===== src/design/vcg_pkg.sv =====
// ----------------------------------------------------------------------------
// vcg_pkg
// Shared types, codes and constants of the Verlet cloth grid engine.
// ----------------------------------------------------------------------------
package vcg_pkg;

    // Configuration register indexes
    localparam logic [2:0] CFG_GRAVITY = 3'd0;
    localparam logic [2:0] CFG_PASSES  = 3'd1;
    localparam logic [2:0] CFG_SPACING = 3'd2;
    localparam logic [2:0] CFG_ORIG_X  = 3'd3;
    localparam logic [2:0] CFG_ORIG_Y  = 3'd4;

    // Register reset values
    localparam logic [25:0] GRAVITY_RST = 26'd32768000;
    localparam logic [3:0]  PASSES_RST  = 4'd5;
    localparam logic [22:0] SPACING_RST = 23'd1310720;
    localparam logic [28:0] ORIG_X_RST  = 29'd19660800;
    localparam logic [28:0] ORIG_Y_RST  = 29'd6553600;

    // Time step ceiling, 0.02 s in Q16.16
    localparam logic [10:0] DT_MAX = 11'd1311;

    // Iteration counts of the shared unit
    localparam logic [5:0] SQRT_STEPS = 6'd32;
    localparam logic [5:0] DIV_STEPS  = 6'd34;

    // Command codes, also the completion codes
    typedef enum logic [1:0] {
        ACT_STEP    = 2'd0,
        ACT_READ    = 2'd1,
        ACT_REBUILD = 2'd2
    } t_action;

    // Shared unit operations
    typedef enum logic [1:0] {
        ALU_MUL  = 2'd0,
        ALU_SQRT = 2'd1,
        ALU_DIV  = 2'd2
    } t_alu_op;

    typedef struct packed {
        logic    start;
        t_alu_op op;
    } t_alu_ctl;

    // Store write enables
    typedef struct packed {
        logic cur_we;
        logic prev_we;
    } t_store_wr;

    // Sequencer states
    typedef enum logic [5:0] {
        ST_IDLE,
        ST_LAY,
        ST_RD_ADDR,
        ST_RD_OUT,
        ST_G_DT,
        ST_G_DTW,
        ST_G_MUL,
        ST_G_MULW,
        ST_V_ADDR,
        ST_V_UPD,
        ST_L_SEL,
        ST_L_RDA,
        ST_L_RDB,
        ST_L_LATB,
        ST_L_DELTA,
        ST_L_SQX,
        ST_L_SQXW,
        ST_L_SQY,
        ST_L_SQYW,
        ST_L_ROOT,
        ST_L_ROOTW,
        ST_L_DIFF,
        ST_L_MX,
        ST_L_MXW,
        ST_L_DX,
        ST_L_DXW,
        ST_L_MY,
        ST_L_MYW,
        ST_L_DY,
        ST_L_DYW,
        ST_L_WRA,
        ST_L_WRB,
        ST_L_NEXT
    } t_state;

    // Clamp to signed 32 bit
    function automatic logic signed [31:0] sat32(input logic signed [39:0] v);
        logic signed [31:0] r;
        if (v > 40'sd2147483647) begin
            r = 32'sh7FFFFFFF;
        end else if (v < -40'sd2147483648) begin
            r = 32'sh80000000;
        end else begin
            r = v[31:0];
        end
        return r;
    endfunction

endpackage


===== src/design/vcg_alu.sv =====
// ----------------------------------------------------------------------------
// vcg_alu
// Shared arithmetic unit: registered 32x32 multiply, bit-pair integer square
// root of a 64 bit value, and restoring divide with a 34 bit quotient.
// ----------------------------------------------------------------------------
module vcg_alu import vcg_pkg::*; (
    input  logic        i_clk,
    input  logic        i_rst_n,
    input  t_alu_ctl    i_ctl,
    input  logic [63:0] i_a,
    input  logic [63:0] i_b,
    output logic [63:0] o_res,
    output logic        o_done
);

    logic        r_busy;
    logic        r_done;
    t_alu_op     r_op;
    logic [5:0]  r_cnt;
    logic [63:0] r_acc;
    logic [63:0] r_aux;
    logic [63:0] r_res;
    logic [32:0] r_den;

    logic [63:0] sq_trial;
    logic [33:0] dv_shift;

    assign sq_trial = r_res + r_aux;
    assign dv_shift = {r_acc[32:0], r_aux[63]};

    // Control
    always_ff @(posedge i_clk) begin
        if (!i_rst_n) begin
            r_busy <= 1'b0;
            r_done <= 1'b0;
        end else begin
            r_done <= 1'b0;
            if (i_ctl.start) begin
                r_busy <= (i_ctl.op != ALU_MUL);
                r_done <= (i_ctl.op == ALU_MUL);
                r_cnt  <= (i_ctl.op == ALU_DIV) ? DIV_STEPS : SQRT_STEPS;
            end else if (r_busy) begin
                r_cnt <= r_cnt - 6'd1;
                if (r_cnt == 6'd1) begin
                    r_busy <= 1'b0;
                    r_done <= 1'b1;
                end
            end
        end
    end

    // Datapath
    always_ff @(posedge i_clk) begin
        if (i_ctl.start) begin
            r_op <= i_ctl.op;
            unique case (i_ctl.op)
                ALU_MUL: begin
                    r_res <= i_a[31:0] * i_b[31:0];
                end
                ALU_SQRT: begin
                    r_acc <= i_a;
                    r_res <= '0;
                    r_aux <= 64'h4000_0000_0000_0000;
                end
                ALU_DIV: begin
                    // quotient is known to fit 34 bits
                    r_acc <= {34'd0, i_a[63:34]};
                    r_aux <= {i_a[33:0], 30'd0};
                    r_den <= i_b[32:0];
                    r_res <= '0;
                end
                default: begin
                    r_res <= '0;
                end
            endcase
        end else if (r_busy) begin
            unique case (r_op)
                ALU_SQRT: begin
                    if (r_acc >= sq_trial) begin
                        r_acc <= r_acc - sq_trial;
                        r_res <= (r_res >> 1) + r_aux;
                    end else begin
                        r_res <= r_res >> 1;
                    end
                    r_aux <= r_aux >> 2;
                end
                ALU_DIV: begin
                    if (dv_shift >= {1'b0, r_den}) begin
                        r_acc <= {30'd0, dv_shift - {1'b0, r_den}};
                        r_res <= {r_res[62:0], 1'b1};
                    end else begin
                        r_acc <= {30'd0, dv_shift};
                        r_res <= {r_res[62:0], 1'b0};
                    end
                    r_aux <= r_aux << 1;
                end
                default: begin
                    r_res <= r_res;
                end
            endcase
        end
    end

    assign o_res  = r_res;
    assign o_done = r_done;

endmodule


===== config.mk =====
export PLATFORM = sky130hd
export DESIGN_NAME = vcg_alu
export DESIGN_NICKNAME = d
export VERILOG_FILES = /design/src/design/vcg_pkg.sv /design/src/design/vcg_alu.sv
export SDC_FILE = /design/constraint.sdc
export NUM_CORES = 2
export LEC_CHECK = 0
export ABC_CLOCK_PERIOD_IN_PS = 7500
export BUFFER_PORTS_ARGS = -buffer_cell sky130_fd_sc_hd__clkbuf_2
export CORE_MARGIN = 2
export CORE_UTILIZATION = 55
export DETAILED_ROUTE_END_ITERATION = 10
export PLACE_DENSITY = 0.72
export SLEW_MARGIN = 20
export SYNTH_ARGS = -nofsm -noshare
export SYNTH_HDL_FRONTEND = slang
export SYNTH_SLANG_ARGS = --single-unit

===== constraint.sdc =====
create_clock -name i_clk -period 7.5 [get_ports i_clk]
set_input_delay 0 -clock i_clk [delete_from_list [all_inputs] [get_ports i_clk]]
set_output_delay 0 -clock i_clk [all_outputs]
set_load 0.005 [all_outputs]

Word level (Yosys, flattened, before mapping)
Cells that the tools add are included.

Register bits: 235. Input bits: 133. Output and inout bits: 65. Word-level logic and storage cells: 57.

Add/sub/neg operators: 5. Multipliers: 1. Magnitude comparators: 2. Equal/unequal tests: 7. Muxes and demuxes: 25. Reductions and logical operators: 9.

Operators by type and width (number): $pmux W64 S2 (5); $mux W64 (9); $add A63 B64 Y64 (1); $add A64 B64 Y64 (1); $ge A64 B64 Y1 (1); $mul A32 B32 Y64 (1); $sub A64 B64 Y64 (1); $ge A34 B33 Y1 (1); $mux W34 (1); $sub A34 B33 Y34 (1); $mux W6 (2); $mux W1 (7); $eq A6 B1 Y1 const B (1); $reduce_and A2 Y1 (3); $sub A6 B1 Y6 const B (1); $eq A2 B1 Y1 const B (2); $eq A2 B2 Y1 const B (2); $reduce_and A4 Y1 (1); $reduce_bool A2 Y1 (2); $ne A3 B1 Y1 const B (1); $ne A3 B3 Y1 const B (1); $reduce_and A3 Y1 (1); $reduce_bool A3 Y1 (1); $logic_not A2 Y1 (1); $mux W2 (1).

Logic depth before layout (Yosys ltp)
Word-level depth: 6. Depth in mapped cells: 29. Mapped depth without buffers: 27.

Worst setup path before layout
Ideal clock, no wire load.

Kind: input to register. From: input i_b[8]. To: register r_res[59] (netlist: o_res[59]) (data pin). Library setup time: 273 ps. Data arrival time: 6861 ps. Data required time: 7227 ps. Slack: 366 ps. Cell stages on the path: 26. Path buffers: 2. Path through: clkbuf_1 nand2_1 fa_1 fa_1 fa_1 fa_1 inv_1 fa_1 fa_1 fa_1 inv_1 fa_1 inv_1 ha_1 clkbuf_1 and3_1 a211o_1 a21oi_1 a211o_1 a31oi_1 a211oi_1 nor2_1 a311o_1 a21boi_0 xor2_1 o32ai_1.

Cells in the longest elaborated chain, start to end: 3.

Ends and longest elaborated chain: start, declared (line vcg_alu.sv:11) `input logic [63:0] i_b,`; $mul A32 B32 Y64 (line vcg_alu.sv:58) `r_res <= i_a[31:0] * i_b[31:0];`; $mux W64 (line vcg_alu.sv:56) `unique case (i_ctl.op)`; $mux W64 (line vcg_alu.sv:54) `if (i_ctl.start) begin`; end signal, assigned (line vcg_alu.sv:58); end signal, assigned (line vcg_alu.sv:81) `r_res <= (r_res >> 1) + r_aux;`; end signal, assigned (line vcg_alu.sv:83) `r_res <= r_res >> 1;`; end, declared (line vcg_alu.sv:22) `logic [63:0] r_res;`.

Every way passes these cells. A chain may end at the register's enable or synchronous reset.

Worst setup path in the final report
From: input i_b[24]. To: register r_res[63] (netlist: o_res[63]) (data pin).

The elaborated chain is that of the path after synthesis.

==> impl_metrics.ini <==
[clock_tree]
clock_sinks = 235
cts_buffer_depth = 3
cts_tree = yes
clk_latency_ps = 600
clkTransAtPathRegs_ps = 70
cts_made_buffers = 26
htree_num_levels = 1
root_buffer = clkbuf_16

[timing]
final.setup_skew_ps = 24.1
hold_violations = 0
setup_viol = 0
post-route-period-util_pct = 97.2
drv_slew = 0
max_freq_mhz = 137
timing.final.crit_period_ps = 7290
worst_pin_slew_ps = 1200
setup_ws_ps = 208
hold_slack_ps = 22.4
max-slew-margin-rel_pct = 19.4

[cells_and_area]
area.growth.synth_to_final_pct = 10.4
mostFrequentLayoutCell = inv_1
drive_above_1_share_pct = 9.75
nNetsFinal = 8241
final_cell_mix = inv_1, fa_1, nand2_1
final_util_pct = 61.5

[synthesis]
synth-seq-area-share_pct = 12.4
syn_area_mm2 = 0.0568
async_reset_ff_share_pct = 0
synth-seq-cells = 235
synthCells = 6476
synth_cell_types = 89
yosys_most_used_dff = edfxtp_1
syn_nets = 7997
yosysWarningCount = 0
avgSynthCellArea_um2 = 8.77
synth_edf_count = 233

[route]
route.detailed.drc = 0
first_pass_iters = 7
vias = 48700
ant_nets = 0
viasPerCell = 6.00
routed_wl_mm = 184
post_drt_wl_per_cell_um = 22.7
drt_iter0_markers = 4699

[global_routing]
grt_overflow = 0
first_global_vias = 49000
antenna_found_initial = 9
grt_use_total_pct = 34.4
grt_max_degree = 67
grt_pass1_wl_mm = 284

[critical_path]
worstSetupEndpoint = o_res[63]$_DFFE_PP_
worstSetupEndpointType = flop
critPathArrivalTime_ps = 7640
timing.rr.end = o_res[33]$_DFFE_PP_
critPathKind = primary input to flop
r2r_start = o_res[8]$_DFFE_PP_
cp_max_fo = 9
rr_worst_depth = 23
cp.required_ps = 7850
cp-startpoint = i_b[24]
startpoint_type = primary input
rrSetupSlack_ps = 560

[hold_path]
hold_start = i_b[20]
min_path_type = primary input to flop

[die]
io_pins = 198
fp-row-count = 117
initial_core_util_pct = 55.7
die_h_um = 325
core_area_mm2 = 0.102
die_width_um = 325
design.die.area_mm2 = 0.106

[placement]
hpwl_mm = 152
port_buffers = 166
place_ws_ps = -325
place_congestion = 1.01

[run]
maxCapViolations = 0

[status]
outcome = finished, final reports clean
==> layout make-up <==
type	count	area, um2
clock buffers	32	694
clock inverters	16	176
diodes	5	12.5
well taps	1368	1710
repair buffers	593	4600
multi-input cells	4918	44900
inverters	946	3550
fillers	8779	39300
flip-flops and latches	235	7040
==> routing by layer <==
metal	vias up	global-route usage (%)	routed length (um)
li1	21700	-	-
met1	24300	48.2	76100
met2	2359	54.1	82200
met3	387	5.76	18400
met4	6	11.9	7090
met5	-	0	35
==> cells in the mapped netlist (all sizes together), types with 21 or more instances <==
cell type / n / area share (%)
a21o: 171 / 2.3
o21bai: 48 / 0.63
a222oi: 34 / 0.60
ha: 488 / 11
nand2b: 36 / 0.40
o31ai: 30 / 0.46
a211oi: 40 / 0.54
a22oi: 29 / 0.38
fa: 900 / 32
nand4: 65 / 0.72
xnor2: 157 / 2.4
mux2i: 55 / 0.97
a21oi: 367 / 3.2
edfxtp: 233 / 12
nor2b: 35 / 0.39
nor3: 50 / 0.45
and2: 603 / 6.6
o211ai: 33 / 0.44
o21ai: 309 / 2.7
and3: 21 / 0.23
nor2: 208 / 1.4
buf: 27 / 0.23
xor2: 111 / 1.7
nand2: 787 / 5.2
inv: 946 / 6.3
nand3: 68 / 0.61
clkbuf: 350 / 2.3
o21a: 31 / 0.41
a31oi: 43 / 0.51
==> worst max-delay path: stages <==
cell,delay [ps]
dlygate4sd3_1,580
buf_6,180
buf_4,170
nand2_1,80
fa_1,520
inv_1,60
fa_1,430
fa_1,480
fa_1,600
fa_1,450
fa_1,460
fa_1,510
fa_1,410
ha_1,380
buf_4,140
nand4_1,130
nor2_2,200
a2bb2oi_1,140
a211o_1,330
a31oi_1,130
buf_4,160
a211oi_1,80
nor2_1,200
a311o_1,270
nand4b_1,130
mux2i_1,140
a221o_1,260
==> stage by stage <==
stage               std cells  instance area, um2  setup TNS (ps)
detailed placement       8013               61200           -4950
finish                   8113               62700               0
floorplan                6476               56800               0
global placement         8013               61200           -3610
CTS                      8108               62600               0
global route             8110               62700           -91.5
==> worst min path at each step <==
stage | end | cells past startpoint
floorplan | r_den[0]$_DFFE_PP_ | 0
CTS | r_den[16]$_DFFE_PP_ | 2
global placement | r_den[32]$_DFFE_PP_ | 1
global route | r_den[22]$_DFFE_PP_ | 2
detailed placement | r_den[32]$_DFFE_PP_ | 1
finish | r_den[20]$_DFFE_PP_ | 2
==> flip-flops by register name (all words and copies together) (netlist names) <==
| register | cells |
|---|---|
| r_op | 2 |
| o_done | 1 |
| r_aux | 64 |
| r_acc | 64 |
| r_cnt | 6 |
| r_den | 33 |
| r_busy | 1 |
| o_res | 64 |
==> cells by family after synthesis <==
kind of cell	Yosys count	share of synthesized area, %
adders and majority gates	1388	42.5
xor gates and xnor gates	268	4.13
AOI/OAI and AO/OA	1274	14.5
muxes	56	0.989
and+or+nand+nor	1932	16.8
DFF	235	12.4
buffers and inverters	1323	8.79
==> what timing repair did <==
item                                   CTS  global route
hold buffers                            47             4
setup endpoints to repair                0            25
setup buffers                            0             0
endpoints found under the hold margin   93             4
gates resized for setup                  0            35
Power is left out: the tool's default activity adds up to more than one toggle a clock period on the data nets, which glitch-free logic cannot reach.
